==> src/rtl/core/kvt_pkg.sv <==
`timescale 1ns / 1ps
// ----------------------------------------------------------------------------
// kvt_pkg
// shared types, constants and helpers of the key/value text tokenizer
// ----------------------------------------------------------------------------
package kvt_pkg;

   localparam int MAX_BUFFER_BYTES = 65536;
   localparam int POS_W            = $clog2(MAX_BUFFER_BYTES + 1);
   localparam int OFS_W            = 17;
   localparam int MAX_RESULTS      = 3;
   localparam int CNT_W            = $clog2(MAX_RESULTS + 1);
   localparam int IDX_W            = $clog2(MAX_RESULTS);
   localparam int QUEUE_DEPTH      = 2;
   localparam int QPTR_W           = (QUEUE_DEPTH > 1) ? $clog2(QUEUE_DEPTH) : 1;
   localparam int QCNT_W           = $clog2(QUEUE_DEPTH + 1);
   localparam int REQ_TDATA_W      = 8;
   localparam int RSP_TUSER_W      = 2;
   localparam int RSP_FIELDS_W     = 2 * OFS_W;
   localparam int RSP_TDATA_W      = ((RSP_FIELDS_W + 7) / 8) * 8;

   localparam logic [POS_W-1:0] MAX_POS = POS_W'(MAX_BUFFER_BYTES);

   localparam logic [7:0] CH_NUL   = 8'h00;
   localparam logic [7:0] CH_TAB   = 8'h09;
   localparam logic [7:0] CH_LF    = 8'h0a;
   localparam logic [7:0] CH_VT    = 8'h0b;
   localparam logic [7:0] CH_FF    = 8'h0c;
   localparam logic [7:0] CH_CR    = 8'h0d;
   localparam logic [7:0] CH_SPACE = 8'h20;
   localparam logic [7:0] CH_QUOTE = 8'h22;
   localparam logic [7:0] CH_MINUS = 8'h2d;
   localparam logic [7:0] CH_DOT   = 8'h2e;
   localparam logic [7:0] CH_COLON = 8'h3a;

   typedef enum logic [1:0] {
      KIND_STRING = 2'd0,
      KIND_NUMBER = 2'd1,
      KIND_COLON  = 2'd2,
      KIND_END    = 2'd3
   } kind_type;

   typedef struct packed {
      kind_type               kind;
      logic [OFS_W-1:0]       start_ofs;
      logic [OFS_W-1:0]       end_ofs;
   } entry_type;

   typedef struct packed {
      logic [CNT_W-1:0]                  cnt;
      entry_type [MAX_RESULTS-1:0]       ent;
   } bundle_type;

   function automatic logic [OFS_W-1:0] to_ofs(input logic [POS_W-1:0] pos);
      to_ofs = OFS_W'(pos);
   endfunction

endpackage

==> src/rtl/core/kvt_front.sv <==
`timescale 1ns / 1ps
// ----------------------------------------------------------------------------
// kvt_front
// per-byte scanner: classifies each request byte and builds its token bundle
// ----------------------------------------------------------------------------
module kvt_front (
   input  logic                 clock,
   input  logic                 reset,
   input  logic                 req_valid,
   output logic                 req_ready,
   input  logic [7:0]           byte_value,
   input  logic                 is_final,
   output logic                 push_valid,
   input  logic                 push_ready,
   output kvt_pkg::bundle_type  push_data
);

   typedef enum logic [2:0] {
      MODE_IDLE  = 3'd0,
      MODE_BLANK = 3'd1,
      MODE_WORD  = 3'd2,
      MODE_INT   = 3'd3,
      MODE_FRAC  = 3'd4,
      MODE_QUOTE = 3'd5
   } mode_type;

   mode_type                     mode_ff, mode_in;
   logic [kvt_pkg::POS_W-1:0]    tstart_ff, tstart_in;
   logic [kvt_pkg::POS_W-1:0]    pos_ff, pos_in;
   kvt_pkg::bundle_type          bundle;
   logic                         accept;

   function automatic kvt_pkg::bundle_type add_entry(
      input kvt_pkg::bundle_type     b,
      input kvt_pkg::kind_type       k,
      input logic [kvt_pkg::POS_W-1:0] s,
      input logic [kvt_pkg::POS_W-1:0] e
   );
      kvt_pkg::bundle_type r;
      r = b;
      r.ent[b.cnt[kvt_pkg::IDX_W-1:0]] = '{kind: k, start_ofs: kvt_pkg::to_ofs(s),
                                          end_ofs: kvt_pkg::to_ofs(e)};
      r.cnt = b.cnt + 1'b1;
      return r;
   endfunction

   function automatic kvt_pkg::bundle_type close_run(
      input kvt_pkg::bundle_type       b,
      input mode_type                  m,
      input logic [kvt_pkg::POS_W-1:0] s,
      input logic [kvt_pkg::POS_W-1:0] e
   );
      kvt_pkg::bundle_type r;
      r = b;
      if (m == MODE_WORD || m == MODE_QUOTE) begin
         r = add_entry(b, kvt_pkg::KIND_STRING, s, e);
      end else if (m == MODE_INT || m == MODE_FRAC) begin
         r = add_entry(b, kvt_pkg::KIND_NUMBER, s, e);
      end
      return r;
   endfunction

   function automatic logic is_letter(input logic [7:0] c);
      return (c >= 8'h41 && c <= 8'h5a) || (c >= 8'h61 && c <= 8'h7a);
   endfunction

   function automatic logic is_digit(input logic [7:0] c);
      return c >= 8'h30 && c <= 8'h39;
   endfunction

   function automatic logic is_inline_space(input logic [7:0] c);
      return c == kvt_pkg::CH_SPACE || c == kvt_pkg::CH_TAB || c == kvt_pkg::CH_VT ||
             c == kvt_pkg::CH_FF || c == kvt_pkg::CH_CR;
   endfunction

   assign req_ready  = push_ready;
   assign accept     = req_valid && req_ready;
   assign push_valid = accept && (bundle.cnt != '0);
   assign push_data  = bundle;

   always_comb begin
      logic                      taken;
      logic [kvt_pkg::POS_W-1:0] p1;
      logic [kvt_pkg::POS_W-1:0] after;
      mode_in   = mode_ff;
      tstart_in = tstart_ff;
      pos_in    = pos_ff;
      bundle    = '0;
      taken     = 1'b0;
      p1        = pos_ff + 1'b1;
      after     = kvt_pkg::MAX_POS;
      if (pos_ff < kvt_pkg::MAX_POS) begin
         unique case (mode_ff)
            MODE_BLANK: begin
               if (is_inline_space(byte_value)) taken = 1'b1;
               else mode_in = MODE_IDLE;
            end
            MODE_WORD: begin
               if (is_letter(byte_value)) begin
                  taken = 1'b1;
               end else begin
                  bundle  = close_run(bundle, mode_ff, tstart_ff, pos_ff);
                  mode_in = MODE_IDLE;
               end
            end
            MODE_INT: begin
               if (is_digit(byte_value)) begin
                  taken = 1'b1;
               end else if (byte_value == kvt_pkg::CH_DOT) begin
                  taken   = 1'b1;
                  mode_in = MODE_FRAC;
               end else begin
                  bundle  = close_run(bundle, mode_ff, tstart_ff, pos_ff);
                  mode_in = MODE_IDLE;
               end
            end
            MODE_FRAC: begin
               if (is_digit(byte_value)) begin
                  taken = 1'b1;
               end else begin
                  bundle  = close_run(bundle, mode_ff, tstart_ff, pos_ff);
                  mode_in = MODE_IDLE;
               end
            end
            MODE_QUOTE: begin
               taken = 1'b1;
               if (byte_value == kvt_pkg::CH_QUOTE) begin
                  bundle  = close_run(bundle, mode_ff, tstart_ff, p1);
                  mode_in = MODE_IDLE;
               end
            end
            default: begin
               taken = 1'b0;
            end
         endcase
         if (!taken) begin
            priority if (byte_value == kvt_pkg::CH_NUL) begin
               bundle = add_entry(bundle, kvt_pkg::KIND_END, pos_ff, p1);
            end else if (byte_value == kvt_pkg::CH_SPACE || byte_value == kvt_pkg::CH_TAB) begin
               mode_in = MODE_BLANK;
            end else if (byte_value == kvt_pkg::CH_COLON) begin
               bundle = add_entry(bundle, kvt_pkg::KIND_COLON, pos_ff, p1);
            end else if (byte_value == kvt_pkg::CH_QUOTE) begin
               mode_in   = MODE_QUOTE;
               tstart_in = pos_ff;
            end else if (byte_value == kvt_pkg::CH_MINUS || is_digit(byte_value)) begin
               mode_in   = MODE_INT;
               tstart_in = pos_ff;
            end else if (is_letter(byte_value)) begin
               mode_in   = MODE_WORD;
               tstart_in = pos_ff;
            end else begin
               // newline and unknown bytes
               mode_in = mode_in;
            end
         end
         after = p1;
      end
      pos_in = after;
      if (is_final) begin
         bundle    = close_run(bundle, mode_in, tstart_in, after);
         bundle    = add_entry(bundle, kvt_pkg::KIND_END, after, after);
         mode_in   = MODE_IDLE;
         tstart_in = '0;
         pos_in    = '0;
      end
   end

   always_ff @(posedge clock) begin
      if (reset) begin
         mode_ff   <= MODE_IDLE;
         tstart_ff <= '0;
         pos_ff    <= '0;
      end else if (accept) begin
         mode_ff   <= mode_in;
         tstart_ff <= tstart_in;
         pos_ff    <= pos_in;
      end
   end

   a_pos_bounded: assert property (@(posedge clock) disable iff (reset)
      pos_ff <= kvt_pkg::MAX_POS)
      else $error("byte position beyond buffer limit");

   a_final_ends: assert property (@(posedge clock) disable iff (reset)
      (accept && is_final) |-> (push_valid &&
         bundle.ent[bundle.cnt[kvt_pkg::IDX_W-1:0] - 1'b1].kind == kvt_pkg::KIND_END))
      else $error("final byte did not close with an end token");

endmodule

==> src/rtl/core/kvt_queue.sv <==
`timescale 1ns / 1ps
// ----------------------------------------------------------------------------
// kvt_queue
// short bundle queue between the scanner and the result sequencer
// ----------------------------------------------------------------------------
module kvt_queue (
   input  logic                 clock,
   input  logic                 reset,
   input  logic                 push_valid,
   output logic                 push_ready,
   input  kvt_pkg::bundle_type  push_data,
   output logic                 pop_valid,
   input  logic                 pop_ready,
   output kvt_pkg::bundle_type  pop_data
);

   kvt_pkg::bundle_type          slot_ff [kvt_pkg::QUEUE_DEPTH];
   logic [kvt_pkg::QPTR_W-1:0]   wptr_ff, wptr_in;
   logic [kvt_pkg::QPTR_W-1:0]   rptr_ff, rptr_in;
   logic [kvt_pkg::QCNT_W-1:0]   count_ff, count_in;
   logic                         do_push, do_pop;

   localparam logic [kvt_pkg::QPTR_W-1:0] LAST_PTR = kvt_pkg::QPTR_W'(kvt_pkg::QUEUE_DEPTH - 1);
   localparam logic [kvt_pkg::QCNT_W-1:0] FULL_CNT = kvt_pkg::QCNT_W'(kvt_pkg::QUEUE_DEPTH);

   assign push_ready = count_ff != FULL_CNT;
   assign pop_valid  = count_ff != '0;
   assign pop_data   = slot_ff[rptr_ff];
   assign do_push    = push_valid && push_ready;
   assign do_pop     = pop_valid && pop_ready;

   always_comb begin
      wptr_in  = wptr_ff;
      rptr_in  = rptr_ff;
      count_in = count_ff;
      if (do_push) wptr_in = (wptr_ff == LAST_PTR) ? '0 : wptr_ff + 1'b1;
      if (do_pop)  rptr_in = (rptr_ff == LAST_PTR) ? '0 : rptr_ff + 1'b1;
      if (do_push && !do_pop) count_in = count_ff + 1'b1;
      else if (do_pop && !do_push) count_in = count_ff - 1'b1;
   end

   always_ff @(posedge clock) begin
      if (reset) begin
         wptr_ff  <= '0;
         rptr_ff  <= '0;
         count_ff <= '0;
      end else begin
         wptr_ff  <= wptr_in;
         rptr_ff  <= rptr_in;
         count_ff <= count_in;
      end
   end

   always_ff @(posedge clock) begin
      if (do_push) slot_ff[wptr_ff] <= push_data;
   end

   a_count_bounded: assert property (@(posedge clock) disable iff (reset)
      count_ff <= FULL_CNT)
      else $error("queue occupancy beyond depth");

   a_no_empty_bundle: assert property (@(posedge clock) disable iff (reset)
      do_push |-> push_data.cnt != '0)
      else $error("empty bundle pushed");

endmodule

==> src/rtl/core/kvt_back.sv <==
`timescale 1ns / 1ps
// ----------------------------------------------------------------------------
// kvt_back
// result sequencer: plays out each bundle one token per response
// ----------------------------------------------------------------------------
module kvt_back (
   input  logic                 clock,
   input  logic                 reset,
   input  logic                 pop_valid,
   output logic                 pop_ready,
   input  kvt_pkg::bundle_type  pop_data,
   output logic                 rsp_valid,
   input  logic                 rsp_ready,
   output kvt_pkg::entry_type   rsp_entry,
   output logic                 rsp_last
);

   kvt_pkg::bundle_type          cur_ff;
   logic                         valid_ff;
   logic [kvt_pkg::IDX_W-1:0]    idx_ff;
   logic                         rsp_done;

   assign rsp_valid = valid_ff;
   assign rsp_entry = cur_ff.ent[idx_ff];
   assign rsp_last  = valid_ff && (kvt_pkg::CNT_W'(idx_ff) + 1'b1 == cur_ff.cnt);
   assign rsp_done  = valid_ff && rsp_ready;
   assign pop_ready = !valid_ff || (rsp_done && rsp_last);

   always_ff @(posedge clock) begin
      if (reset) begin
         valid_ff <= 1'b0;
         idx_ff   <= '0;
      end else if (pop_ready) begin
         valid_ff <= pop_valid;
         idx_ff   <= '0;
      end else if (rsp_done) begin
         idx_ff   <= idx_ff + 1'b1;
      end
   end

   always_ff @(posedge clock) begin
      if (pop_ready && pop_valid) cur_ff <= pop_data;
   end

   a_idx_in_bundle: assert property (@(posedge clock) disable iff (reset)
      valid_ff |-> kvt_pkg::CNT_W'(idx_ff) < cur_ff.cnt)
      else $error("result index past bundle size");

   a_hold_when_stalled: assert property (@(posedge clock) disable iff (reset)
      (valid_ff && !rsp_ready) |=> (valid_ff && $stable(idx_ff)))
      else $error("stalled result moved");

endmodule

==> src/rtl/core/key_value_text_tokenizer_core.sv <==
`timescale 1ns / 1ps
// ----------------------------------------------------------------------------
// key_value_text_tokenizer_core
// streaming tokenizer for key/value text, one byte per request
//
// req channel: one text byte per request, tdata[7:0] byte_value, tlast marks
// the last byte of a buffer. rsp channel: one token per response, tdata holds
// start and end offsets, tuser the kind; tlast marks the last token of a byte.
// a byte yields zero to three tokens; the end of a buffer always yields an
// end token at the offset just past the last byte and rewinds the offsets.
// a request's bundle is registered in the queue, then in the result sequencer,
// before its first token is offered. throughput: one request per cycle while
// each byte yields at most one token and the response side does not stall;
// the response port sends one token per cycle while rsp_tready is high, so
// bytes with two or three tokens hold it until all are sent and the
// two-entry bundle queue absorbs them. req_tready drops only when that queue
// is full: when the response side stalls or multi-token bytes arrive faster
// than the response port drains them; no token is lost or repeated. reset
// clears scanner state, queue and sequencer directly, with no clearing pass.
// ----------------------------------------------------------------------------
module key_value_text_tokenizer_core (
   input  logic                              clock,
   input  logic                              reset,
   input  logic                              req_tvalid,
   output logic                              req_tready,
   input  logic [kvt_pkg::REQ_TDATA_W-1:0]   req_tdata,   // byte_value
   input  logic                              req_tlast,   // is_final
   output logic                              rsp_tvalid,
   input  logic                              rsp_tready,
   output logic [kvt_pkg::RSP_TDATA_W-1:0]   rsp_tdata,   // start_offset, end_offset
   output logic [kvt_pkg::RSP_TUSER_W-1:0]   rsp_tuser,   // kind
   output logic                              rsp_tlast    // last_of_run
);

   logic                 push_valid, push_ready;
   kvt_pkg::bundle_type  push_data;
   logic                 pop_valid, pop_ready;
   kvt_pkg::bundle_type  pop_data;
   kvt_pkg::entry_type   rsp_entry;

   kvt_front u_front (
      .clock      (clock),
      .reset      (reset),
      .req_valid  (req_tvalid),
      .req_ready  (req_tready),
      .byte_value (req_tdata[7:0]),
      .is_final   (req_tlast),
      .push_valid (push_valid),
      .push_ready (push_ready),
      .push_data  (push_data)
   );

   kvt_queue u_queue (
      .clock      (clock),
      .reset      (reset),
      .push_valid (push_valid),
      .push_ready (push_ready),
      .push_data  (push_data),
      .pop_valid  (pop_valid),
      .pop_ready  (pop_ready),
      .pop_data   (pop_data)
   );

   kvt_back u_back (
      .clock      (clock),
      .reset      (reset),
      .pop_valid  (pop_valid),
      .pop_ready  (pop_ready),
      .pop_data   (pop_data),
      .rsp_valid  (rsp_tvalid),
      .rsp_ready  (rsp_tready),
      .rsp_entry  (rsp_entry),
      .rsp_last   (rsp_tlast)
   );

   assign rsp_tdata = {{(kvt_pkg::RSP_TDATA_W - kvt_pkg::RSP_FIELDS_W){1'b0}},
                       rsp_entry.end_ofs, rsp_entry.start_ofs};
   assign rsp_tuser = rsp_entry.kind;

endmodule
==> config.mk <==
export PLATFORM = sky130hd
export DESIGN_NAME = key_value_text_tokenizer_core
export DESIGN_NICKNAME = d
export VERILOG_FILES = /design/src/rtl/core/kvt_pkg.sv /design/src/rtl/core/kvt_front.sv /design/src/rtl/core/kvt_queue.sv /design/src/rtl/core/kvt_back.sv /design/src/rtl/core/key_value_text_tokenizer_core.sv
export SDC_FILE = /design/constraint.sdc
export NUM_CORES = 1
export LEC_CHECK = 0
export CORE_MARGIN = 1.5
export CORE_UTILIZATION = 45
export DETAILED_ROUTE_END_ITERATION = 8
export DONT_BUFFER_PORTS = 1
export PLACE_DENSITY = 0.61
export REMOVE_ABC_BUFFERS = 1
export SLEW_MARGIN = 0
export SYNTH_ARGS = -nofsm -noshare
export SYNTH_HDL_FRONTEND = slang
export SYNTH_HIERARCHICAL = 1
export SYNTH_SLANG_ARGS = --single-unit
==> constraint.sdc <==
create_clock -name clock -period 9.3 [get_ports clock]
set_clock_uncertainty 0.1 [all_clocks]
set_input_delay 0.465 -clock clock [delete_from_list [all_inputs] [get_ports clock]]
set_output_delay 0.465 -clock clock [all_outputs]
set_load 0.02 [all_outputs]
==> results.md, run 1 <==
- Final nets: 1,248
- Average wire length per cell after detail routing: 22.0 µm
- Unique cell type count in the Yosys netlist: 85
- Flop pwr share: 50.8%
- CTS clk-pin slew, worst paths: 0.06 ns
- Row Count: 71
- Post-route fraction of the period consumed by the critical path: 67.7%
- Critical setup path kind: register to register
- Most frequently used cell type in the post-synthesis netlist: sky130_fd_sc_hd__edfxtp_1
- Worst slew margin relative to its limit: 20.5%
- Length of routed met3 wiring: 1.90 mm
- IR Drop Worst-Case VDD: 0.161 mV
- Highest clock frequency the design can meet: 0.159 GHz
- Family of cells with the greatest summed delay on the critical path: simple AND/OR/NAND/NOR gates
- Routability congestion estimate: 0.867
- CP max stage delay: 0.91 ns
- Post-DP HPWL: 23.4 mm
- P_leak: 0.00584 µW
- Transition time at the pin with the least slew margin: 1.18 ns
- Number of synthesized register bits: 375
- Pwr per Cell Area: 255 mW/mm²
- TritonCTS Sinks: 375
- Max FO, Critical Path: 72
- TritonCTS clock tree: built
- Wire length of the first global-routing pass: 58.9 mm
- Master of the slowest instance on the critical path: sky130_fd_sc_hd__and3_4
- R2r worst-path depth: 16
- Post-synthesis to final-layout area growth: 8.96%
- Largest area contributor in the netlist: sky130_fd_sc_hd__edfxtp_1
- Count of H-tree levels built during CTS: 2
- Part of the total power dissipated in the clock network: 30.4%
- Total wire length: 38.8 mm
- Critical path launch point: u_front/mode_ff[2]$_SDFFE_PP0P_
- Arrival time worst endpoint: 6.36 ns
- Die X: 197 µm
- Drt initial violations: 859
- Worst-Skew Late Latency: 0.53 ns
- Switch share: 28.2%
- Worst setup path endpoint: u_queue/slot_ff[1][84]$_DFFE_PP_
- Switching power summed over all nets: 1330 µW
- Unrepaired setup endpoints after global routing: false
- Hold path cells: 1
- Primary FF master, synth: sky130_fd_sc_hd__edfxtp_1
- Synthesized instance count: 1,256
- Final ANT Viol Nets: 0
- Total of buffers placed on input and output ports: 0
- Critical Path, Cell by Cell: or3b_2, a22o_1, o22ai_1, or2_2, ha_1, o21a_1, o31a_1, inv_1, ha_1, nand2_1, o21ai_0, ha_1, mux2i_1, o311a_1, and3_4, buf_4
- Post-route met1 wirelength: 16.7 mm
- Layout cell share with drive strength beyond 1: 20.5%
- Share of Yosys cell area claimed by the top area cell type: 58.3%
- Ports placed on the boundary: 58
- R2R Path Start: u_front/mode_ff[2]$_SDFFE_PP0P_
- Worst path bufs/invs: 2
- Worst hold path class: input port to register
- Fraction of synthesis flops using an asynchronous set or reset pin: 0%
- Number of antenna violations at the first check in global routing: 0
- Tmin final: 6.30 ns
- Fraction of the yosys area taken by sequential cells: 63.5%
- Overall die area: 0.0390 mm²
- TritonCTS Buffers: 40
- Run status: complete, no violations
- Final Hold Fails: 0
- Worst r2r dst: u_queue/slot_ff[1][84]$_DFFE_PP_
- Number of setup buffers added after CTS: 0
- First-pass detailed-route iteration total: 6
- Slew Limit Fails: 0
- Initial core utilization: 45.5%
- Vias post-DR: 10,100
- Mean number of vias per cell: 5.75
- Cell at the root of the clock tree: sky130_fd_sc_hd__clkbuf_16
- Netlist area before placement: 0.0170 mm²
- Die span in y: 197 µm
- Most used cell along the critical path: sky130_fd_sc_hd__ha_1
- Part of the total power dissipated in combinational logic: 18.8%
- Number of enable-type register cells in the synthesized netlist: 330
- Critical path data required time: 9.36 ns
- Placeable core region: 0.0374 mm²
- Cell count along the critical path: 16
- Maximum count of clock buffers along a single path: 3
- Max-cap violation count: 0
- Mean area per synthesized cell: 13.5 µm²
- Residual DRC count: 0
- Reg2reg setup slack: 3.00 ns
- Startpoint types: register
- Int Power: 3390 µW
- Total gr overflow: 0
- Number of global-route vias before repair: 9,907
- Pin count of the biggest net entering global routing: 73
- Uppermost metal layer occupied by signal nets: met4
- Fin Setup TNS: 0 ns
- Leading cell types by count after synthesis: sky130_fd_sc_hd__edfxtp_1 (330), sky130_fd_sc_hd__nor2_1 (131), sky130_fd_sc_hd__mux2_2 (127), sky130_fd_sc_hd__nand2_1 (64), sky130_fd_sc_hd__clkbuf_1 (56)
- Biggest area contributors in the synthesized netlist: sky130_fd_sc_hd__edfxtp_1 (58%), sky130_fd_sc_hd__mux2_2 (8.4%), sky130_fd_sc_hd__dfxtp_1 (5.3%)
- Total track usage: 19.9%
- Routed met2 length: 18.8 mm
- Final setup margin: 3.00 ns
- Placement-stage worst setup slack: 3.05 ns
- Synth warnings: 6
- # setup viols final: 0
- Endpoint kind of the worst setup timing path: register
==> cell families (layout without fill, tap and decap cells) <==
family | Yosys count | after routing | share of synthesized area (%)
DFF | 375 | 375 | 63.5
adders and majority gates | 11 | 11 | 0.809
xor gates and xnor gates | 22 | 22 | 1.33
other | 1 | 7 | 0.0220
and+or+nand+nor | 327 | 327 | 9.29
buffers and inverters | 114 | 105 | 3.51
muxes | 168 | 168 | 10.8
AOI/OAI and AO/OA | 238 | 238 | 10.6
==> layer usage <==
metal  up-vias  track usage (%)
met4         0             8.54
met1      5055             26.1
met3        79             3.77
met5         -                0
li1       4716                -
met2       288             32.5
==> registers in the layout (all words and copies together) (netlist names), 2 cells and up, named ones only <==
register	flops
u_front/tstart_ff	17
u_back/idx_ff	2
u_queue/slot_ff	220
u_front/mode_ff	3
u_back/cur_ff	110
u_queue/count_ff	2
u_front/pos_ff	17
==> repair_timing <==
item,in CTS,in global routing
resized for setup,0,0
hold endpoints to repair,43,0
hold buffers,2,0
==> power by group through the flow <==
stage	Combinational (µW)	Clock, µW	Sequential, µW
after floorplan	661	0	2460
after global placement	891	0	2430
after detailed placement	901	0	2440
after CTS	908	1480	2400
after global routing	966	1540	2430
final	888	1440	2400
==> cell type report <==
class	count	area, µm²
Multi-Input combinational cell	772	5680
Tap cell	511	639
Clock buffer	59	1110
Antenna cell	1	2.50
Fill cell	3174	18900
Inverter	15	58.8
Sequential cell	375	10800
Timing Repair Buffer	20	165
Clock inverter	11	60.1
==> layout by cell type (no fill, tap or decap), types with 9 or more instances in the layout <==
master | synthesis | layout
sky130_fd_sc_hd__mux2i_1 | 40 | 40
sky130_fd_sc_hd__a22oi_1 | 49 | 49
sky130_fd_sc_hd__xor2_1 | 13 | 13
sky130_fd_sc_hd__clkbuf_1 | 56 | 16
sky130_fd_sc_hd__a32o_1 | 15 | 15
sky130_fd_sc_hd__nor3_1 | 9 | 9
sky130_fd_sc_hd__nand2b_1 | 14 | 14
sky130_fd_sc_hd__nand3_1 | 29 | 29
sky130_fd_sc_hd__nand2_1 | 64 | 64
sky130_fd_sc_hd__nor2_1 | 131 | 130
sky130_fd_sc_hd__or2_2 | 20 | 20
sky130_fd_sc_hd__o21ai_0 | 52 | 52
sky130_fd_sc_hd__inv_1 | 14 | 13
sky130_fd_sc_hd__mux2_2 | 127 | 127
sky130_fd_sc_hd__dfxtp_1 | 45 | 42
sky130_fd_sc_hd__a221o_1 | 14 | 14
sky130_fd_sc_hd__edfxtp_1 | 330 | 330
sky130_fd_sc_hd__o221ai_1 | 13 | 13
sky130_fd_sc_hd__a211oi_1 | 17 | 17
sky130_fd_sc_hd__nor2_2 | 9 | 10
sky130_fd_sc_hd__clkbuf_16 | 0 | 41
sky130_fd_sc_hd__a21oi_1 | 13 | 13
sky130_fd_sc_hd__ha_1 | 11 | 11
sky130_fd_sc_hd__buf_4 | 14 | 18
==> how the worst min path moves through the flow <==
stage                                           startpoint  slack [ns]                                 end
after floorplan           u_queue/count_ff[1]$_SDFFE_PP0P_        0.37    u_queue/count_ff[1]$_SDFFE_PP0P_
after global placement        u_queue/rptr_ff$_SDFFE_PP0P_        0.38                            register
after detailed placement      u_queue/rptr_ff$_SDFFE_PP0P_        0.39                            register
after CTS                                            reset       0.004  u_front/tstart_ff[16]$_SDFFE_PP0P_
after global routing                                 reset        0.01  u_front/tstart_ff[16]$_SDFFE_PP0P_
final                                                reset        0.03  u_front/tstart_ff[16]$_SDFFE_PP0P_
==> per-stage QoR <==
stage / total power (µW) / cell area, µm² / utilization [%] / cells / hold slack, ns
final: 4730 / 18500 / 49.6 / 1764 / 0.0337
after global routing: 4940 / 18500 / 49.6 / 1763 / 0.0147
after CTS: 4790 / 18500 / 49.6 / 1763 / 0.00438
after detailed placement: 3340 / 17300 / 46.3 / 1691 / 0.391
after global placement: 3320 / 17300 / 46.3 / 1691 / 0.382
after floorplan: 3120 / 16500 / - / 1162 / 0.371
No activity file was read; power rests on OpenSTA's default activity.
==> run 2, diff against run 1 <==
clock period = 6 ns   (was 9.3 ns; I/O delays follow)
==> run 2 against run 1 <==
Sequential cell count unchanged. Worst hold slack got worse by 0.021 ns. Sequential share of layout area decreased by 0.29 points. Global-route usage increased by 0.19 points. Sequential power increased by 55%. Clock power increased by 53%. Clock-buffer cell count decreased by 6. First-iteration DRC count increased by 17%. Critical endpoint is now u_queue/slot_ff[0][72]$_DFFE_PP_. Non-clock buffer count increased by 9. Register-to-register slack got worse by 2.2 ns. Worst setup slack got worse by 2.2 ns.
==> results.md, run 2 (synthesis results as in run 1) <==
- Run status: complete, no violations
- Final nets: 1,255 (+0.56%)
- Final Hold Fails: 0 (unchanged)
- Worst slew margin relative to its limit: 14.7% (-5.8 points)
- Number of global-route vias before repair: 10,200 (+3.1%)
- Pin count of the biggest net entering global routing: 111 (+52%)
- Worst hold path class: input port to register
- Flop pwr share: 50.9% (about the same)
- Placement-stage worst setup slack: 0.895 ns (-2.15 ns)
- CP max stage delay: 0.60 ns (-0.31 ns)
- Cell at the root of the clock tree: sky130_fd_sc_hd__clkbuf_16
- Critical setup path kind: register to register
- First-pass detailed-route iteration total: 7 (+1)
- P_leak: 0.00589 µW (+0.94%)
- Switch share: 28.1% (-0.044 points)
- Post-route fraction of the period consumed by the critical path: 85.8% (+18 points)
- Largest registers: u_queue/slot_ff x220, u_back/cur_ff x110
- Number of flip-flops in the largest register: 220 (unchanged)
- Layout cell share with drive strength beyond 1: 21.3% (+0.76 points)
- # placed instances: 1,698 (+0.41%)
- Max-cap violation count: 0 (unchanged)
- Arrival time worst endpoint: 5.20 ns (-1.16 ns)
- Count of non-filler cells in the finished layout: 1,770 (+0.34%)
- Row Count: 71 (unchanged)
- Post-DP HPWL: 23.1 mm (-1.1%)
- Number of antenna violations at the first check in global routing: 0 (unchanged)
- Total wire length: 39.2 mm (+1.2%)
- Overall die area: 0.0390 mm² (unchanged)
- Drt initial violations: 1,005 (+17%)
- Tmin final: 5.15 ns (-1.15 ns)
- Family of cells with the greatest summed delay on the critical path: compound AO/OA/AOI/OAI gates
- # setup viols final: 0 (unchanged)
- Critical path data required time: 6.05 ns (-3.31 ns)
- Total track usage: 20.1% (+0.19 points)
- Die span in y: 197 µm (unchanged)
- TritonCTS Sinks: 375 (unchanged)
- Most used cell along the critical path: sky130_fd_sc_hd__ha_1
- Slew Limit Fails: 0 (unchanged)
- Die X: 197 µm (unchanged)
- CTS clk-pin slew, worst paths: 0.06 ns (about the same)
- Transition time at the pin with the least slew margin: 1.27 ns (+0.0865 ns)
- Master of the slowest instance on the critical path: sky130_fd_sc_hd__dfxtp_1
- TritonCTS Buffers: 38 (-5.0%)
- Vias post-DR: 10,200 (+0.63%)
- Final ANT Viol Nets: 0 (unchanged)
- Initial core utilization: 45.5% (unchanged)
- Wire length of the first global-routing pass: 59.6 mm (+1.1%)
- Part of the total power dissipated in combinational logic: 19.1% (+0.3 points)
- Unrepaired setup endpoints after global routing: false
- Highest clock frequency the design can meet: 0.194 GHz (+22%)
- Post-synthesis to final-layout area growth: 9.50%
- Endpoint kind of the worst setup timing path: register
- Switching power summed over all nets: 2060 µW (+55%)
- Max FO, Critical Path: 81 (+13%)
- Critical Path, Cell by Cell: or3b_2, a22o_1, o22ai_1, buf_4, or2_2, ha_1, o21a_1, o31a_1, inv_1, ha_1, nand2_1, o21ai_0, ha_1, mux2i_1, o311a_1, nand3b_1, inv_4, buf_12
- Part of the total power dissipated in the clock network: 30.0% (-0.4 points)
- Ports placed on the boundary: 58 (unchanged)
- Mean number of vias per cell: 5.76 (+0.29%)
- Count of H-tree levels built during CTS: 2 (unchanged)
- Total inserted antenna cells: 0 (-1)
- TritonCTS clock tree: built
- Residual DRC count: 0 (unchanged)
- Most common cell after layout, fill and taps aside: sky130_fd_sc_hd__edfxtp_1
- Largest register by flop count: u_queue/slot_ff
- Placeable core region: 0.0374 mm² (unchanged)
- Routability congestion estimate: 0.876 (+0.98%)
- Final setup margin: 0.850 ns (-2.15 ns)
- Pwr per Cell Area: 393 mW/mm² (+54%)
- Most frequent cells in the layout: sky130_fd_sc_hd__edfxtp_1 (330), sky130_fd_sc_hd__nor2_1 (129), sky130_fd_sc_hd__mux2_2 (127), sky130_fd_sc_hd__nand2_1 (64), sky130_fd_sc_hd__o21ai_0 (52)
- Average wire length per cell after detail routing: 22.2 µm (+0.86%)
- Maximum count of clock buffers along a single path: 3 (unchanged)
- Worst path bufs/invs: 4 (+2)
- Total gr overflow: 0 (unchanged)
- Worst-Skew Late Latency: 0.51 ns (-0.02 ns)
- Startpoint types: register
- Int Power: 5260 µW (+55%)
- Total of buffers placed on input and output ports: 0 (unchanged)
- Number of setup buffers added after CTS: 0 (unchanged)
- IR Drop Worst-Case VDD: 0.397 mV (+150%)
-- run 2: cell types whose count changed in the layout (fill, tap and decap cells not counted), sizes merged --
cell         previous run  this run
dlygate4sd3             1         3
bufinv                  0         1
clkbuf                 59        53
inv                    14        15
clkinv                 12        14
diode                   1         0
buf                    19        26
-- run 2: metal layers --
layer	vias up	part of all wire, %	GRT usage, %
met5	-	0	0
met4	0	3.5	8.17
li1	4728	-	-
met1	5038	42	26.4
met2	358	49	33.7
met3	78	5.3	2.70
-- run 2: power groups by stage --
| stage | combinational, µW | sequential (µW) | clock, µW |
|---|---|---|---|
| 3_5_place_dp | 1420 | 3790 | 0 |
| 3_3_place_gp | 1400 | 3770 | 0 |
| 5_1_grt | 1510 | 3780 | 2350 |
| 2_1_floorplan | 1020 | 3810 | 0 |
| 4_1_cts | 1440 | 3740 | 2240 |
| 6_report | 1400 | 3730 | 2200 |
-- run 2: final timing paths --
kind,start,end,slack [ns],cells past startpoint
max reg2reg,u_front/mode_ff[2]$_SDFFE_PP0P_,u_queue/slot_ff[0][72]$_DFFE_PP_,0.85,18
max,u_front/mode_ff[2]$_SDFFE_PP0P_,u_queue/slot_ff[0][72]$_DFFE_PP_,0.85,18
min,reset,u_queue/count_ff[1]$_SDFFE_PP0P_,0.01,2
min reg2reg,u_queue/rptr_ff$_SDFFE_PP0P_,u_queue/rptr_ff$_SDFFE_PP0P_,0.41,2
-- run 2: layout make-up --
type	count	area [µm²]
Multi-Input combinational cell	772	5680
Fill cell	3172	18800
Clock inverter	15	98.8
Sequential cell	375	10800
Timing Repair Buffer	29	283
Tap cell	511	639
Clock buffer	53	1050
Inverter	15	58.8
-- run 2: timing repair --
| item | in CTS | in global routing |
|---|---|---|
| hold buffers | 4 | 0 |
| endpoints found under the hold margin | 46 | 0 |
| gates resized for setup | 0 | 0 |
-- run 2: through the flow --
stage / utilization, % / setup TNS, ns / total power (µW) / cell area [µm²] / hold slack [ns]
after CTS: 49.8 / 0 / 7420 / 18600 / 0.00121
after global routing: 49.8 / 0 / 7640 / 18600 / 0.00485
after detailed placement: 46.6 / 0 / 5200 / 17400 / 0.274
after global placement: 46.6 / 0 / 5180 / 17400 / 0.272
after floorplan: - / -134.59 / 4830 / 16500 / 0.269
final: 49.8 / 0 / 7330 / 18600 / 0.0125
-- run 2: worst reg2reg max path, stage by stage, from the launching register on --
cell and delay, ns:
sky130_fd_sc_hd__dfxtp_1 0.60, sky130_fd_sc_hd__or3b_2 0.54, sky130_fd_sc_hd__a22o_1 0.21, sky130_fd_sc_hd__o22ai_1 0.15, sky130_fd_sc_hd__buf_4 0.18, sky130_fd_sc_hd__or2_2 0.18
sky130_fd_sc_hd__ha_1 0.24, sky130_fd_sc_hd__o21a_1 0.18, sky130_fd_sc_hd__o31a_1 0.34, sky130_fd_sc_hd__inv_1 0.10, sky130_fd_sc_hd__ha_1 0.23, sky130_fd_sc_hd__nand2_1 0.07
sky130_fd_sc_hd__o21ai_0 0.09, sky130_fd_sc_hd__ha_1 0.31, sky130_fd_sc_hd__mux2i_1 0.27, sky130_fd_sc_hd__o311a_1 0.25, sky130_fd_sc_hd__nand3b_1 0.17, sky130_fd_sc_hd__inv_4 0.11
sky130_fd_sc_hd__buf_12 0.36
==> run 3, diff against run 2 <==
CAP_MARGIN = 20   (was unset)
PLACE_DENSITY = unset   (was 0.61)
==> run 3 against run 2 <==
Utilization is 0.45 points higher. Sequential power barely moved. Final area up 0.91%. Die area did not move. First-iteration DRC count shrank 14%. Worst setup slack lost 0.31 ns. Final cell count up 0.51%. Maximum frequency shrank 5.6%. Critical endpoint is now u_queue/slot_ff[0][57]$_DFFE_PP_. Highest routed layer unchanged.
==> results.md, run 3 (synthesis results as in run 1) <==
- Cell at the root of the clock tree: sky130_fd_sc_hd__clkbuf_16
- Total of buffers placed on input and output ports: 0 (unchanged)
- Worst-Skew Late Latency: 0.53 ns (+0.02 ns)
- Total track usage: 20.0% (-0.087 points)
- Total inserted antenna cells: 0 (unchanged)
- TritonCTS Sinks: 375 (unchanged)
- CTS clk-pin slew, worst paths: 0.06 ns (about the same)
- Number of setup buffers added after CTS: 0 (unchanged)
- Overall die area: 0.0390 mm² (unchanged)
- Largest registers: u_queue/slot_ff x220, u_back/cur_ff x110
- Layout fillers: 3,184 (+0.38%)
- Ports placed on the boundary: 58 (unchanged)
- Final nets: 1,262 (+0.56%)
- Endpoint kind of the worst setup timing path: register
- Pin count of the biggest net entering global routing: 71 (-36%)
- Part of the total power dissipated in the clock network: 31.2% (+1.2 points)
- IR Drop Worst-Case VDD: 0.259 mV (-35%)
- Routability congestion estimate: 0.851 (-2.8%)
- Switch share: 27.9% (-0.18 points)
- Most common cell after layout, fill and taps aside: sky130_fd_sc_hd__edfxtp_1
- Number of antenna violations at the first check in global routing: 0 (unchanged)
- Max-cap violation count: 0 (unchanged)
- Critical path data required time: 6.16 ns (+0.11 ns)
- Most frequent cells in the layout: sky130_fd_sc_hd__edfxtp_1 (330), sky130_fd_sc_hd__nor2_1 (130), sky130_fd_sc_hd__mux2_2 (127), sky130_fd_sc_hd__nand2_1 (64), sky130_fd_sc_hd__o21ai_0 (52)
- Worst slew margin relative to its limit: 17.5% (+2.8 points)
- Die X: 197 µm (unchanged)
- Total wire length: 38.9 mm (-0.93%)
- Transition time at the pin with the least slew margin: 1.21 ns (-0.0641 ns)
- Initial core utilization: 45.5% (unchanged)
- Largest register by flop count: u_queue/slot_ff
- Post-route fraction of the period consumed by the critical path: 91.0% (+5.1 points)
- Post-DP HPWL: 24.1 mm (+4.0%)
- Int Power: 5380 µW (+2.2%)
- Unrepaired setup endpoints after global routing: false
- TritonCTS Buffers: 38 (unchanged)
- Flop pwr share: 49.9% (-1.0 points)
- Startpoint types: register
- Placeable core region: 0.0374 mm² (unchanged)
- Drt initial violations: 868 (-14%)
- Switching power summed over all nets: 2090 µW (+1.3%)
- Maximum count of clock buffers along a single path: 3 (unchanged)
- Average wire length per cell after detail routing: 21.9 µm (-1.4%)
- Total gr overflow: 0 (unchanged)
- TritonCTS clock tree: built
- Row Count: 71 (unchanged)
- Layout cell share with drive strength beyond 1: 21.5% (+0.16 points)
- P_leak: 0.00596 µW (+1.1%)
- Count of H-tree levels built during CTS: 2 (unchanged)
- Critical setup path kind: register to register
- # placed instances: 1,703 (+0.29%)
- Worst hold path class: input port to register
- Max FO, Critical Path: 14 (-83%)
- Mean number of vias per cell: 5.77 (about the same)
- Vias post-DR: 10,300 (+0.61%)
- Wire length of the first global-routing pass: 59.4 mm (-0.24%)
- Residual DRC count: 0 (unchanged)
- # setup viols final: 0 (unchanged)
- Number of flip-flops in the largest register: 220 (unchanged)
- Fin Setup TNS: 0 ns (unchanged)
- Highest clock frequency the design can meet: 0.183 GHz (-5.6%)
- Final Hold Fails: 0 (unchanged)
- Die span in y: 197 µm (unchanged)
- Pwr per Cell Area: 397 mW/mm² (+1.0%)
- Number of global-route vias before repair: 10,300 (+1.2%)
- First-pass detailed-route iteration total: 5 (-2)
- Arrival time worst endpoint: 5.61 ns (+0.41 ns)
- Tmin final: 5.46 ns (+0.307 ns)
- Slew Limit Fails: 0 (unchanged)
- Run status: complete, no violations
- Part of the total power dissipated in combinational logic: 19.0% (about the same)
- Count of non-filler cells in the finished layout: 1,779 (+0.51%)
- Post-synthesis to final-layout area growth: 10.5%
- Final ANT Viol Nets: 0 (unchanged)
-- run 3: cell count changes in the layout (fill, tap and decap cells not counted), sizes merged --
cell | previous run | this run
bufinv | 1 | 4
clkinvlp | 0 | 1
clkbuf | 53 | 50
inv | 15 | 16
buf | 26 | 31
dlygate4sd3 | 3 | 5
-- run 3: routing by layer --
layer / global-route usage [%] / wire, µm
met2: 34.3 / 19600
met4: 7.32 / 1160
met1: 25.8 / 16100
met3: 3.06 / 1990
met5: 0 / 0
-- run 3: final cells by class --
type / instances / area [µm²] / area share, %
Sequential cell: 375 / 10800 / 57.5
Multi-Input combinational cell: 772 / 5680 / 30.2
Clock buffer: 50 / 1020 / 5.41
Tap cell: 511 / 639 / 3.40
Timing Repair Buffer: 36 / 374 / 1.99
Clock inverter: 20 / 211 / 1.13
Inverter: 15 / 58.8 / 0.313
-- run 3: power by group through the flow --
stage	Combinational, µW	Clock [µW]	Sequential [µW]
2_1_floorplan	1020	0	3810
4_1_cts	1450	2370	3730
3_5_place_dp	1430	0	3790
3_3_place_gp	1420	0	3770
6_report	1410	2330	3730
5_1_grt	1540	2470	3780
-- run 3: stage by stage --
stage	utilization [%]	setup WS [ns]	power, µW	hold WS, ns	instance area, µm²
after floorplan	-	-0.797	4830	0.269	16500
after global placement	46.8	0.761	5190	0.272	17500
after detailed placement	46.8	0.599	5220	0.274	17500
after CTS	50.3	0.589	7550	0.0400	18800
after global routing	50.3	0.198	7780	0.0446	18800
final	50.3	0.543	7470	0.0480	18800
-- run 3: path summary, 6_finish.rpt --
path                                   start                          endpoint  slack [ns]  cells past startpoint
max          u_front/mode_ff[2]$_SDFFE_PP0P_  u_queue/slot_ff[0][57]$_DFFE_PP_        0.54                     15
min                                req_tlast  u_queue/slot_ff[1][68]$_DFFE_PP_        0.05                      2
max reg2reg  u_front/mode_ff[2]$_SDFFE_PP0P_  u_queue/slot_ff[0][57]$_DFFE_PP_        0.54                     15
min reg2reg     u_queue/rptr_ff$_SDFFE_PP0P_      u_queue/rptr_ff$_SDFFE_PP0P_        0.42                      2
-- run 3: worst max-delay path, stage by stage, from the launching register on --
cell and delay, ns:
sky130_fd_sc_hd__dfxtp_1 0.61, sky130_fd_sc_hd__or3b_2 0.54, sky130_fd_sc_hd__a22o_1 0.21, sky130_fd_sc_hd__o22ai_1 0.51, sky130_fd_sc_hd__or2_2 0.29, sky130_fd_sc_hd__ha_1 0.24
sky130_fd_sc_hd__o21a_1 0.18, sky130_fd_sc_hd__o31a_1 0.34, sky130_fd_sc_hd__inv_1 0.10, sky130_fd_sc_hd__ha_1 0.23, sky130_fd_sc_hd__nand2_1 0.08, sky130_fd_sc_hd__a21boi_0 0.27
sky130_fd_sc_hd__ha_1 0.43, sky130_fd_sc_hd__nand2_1 0.13, sky130_fd_sc_hd__o21a_1 0.43, sky130_fd_sc_hd__a221o_1 0.50
-- run 3: what timing repair did --
item,CTS,global route
resized for setup,0,0
hold buffers,6,0
endpoints found under the setup margin,0,0
endpoints found under the hold margin,49,0
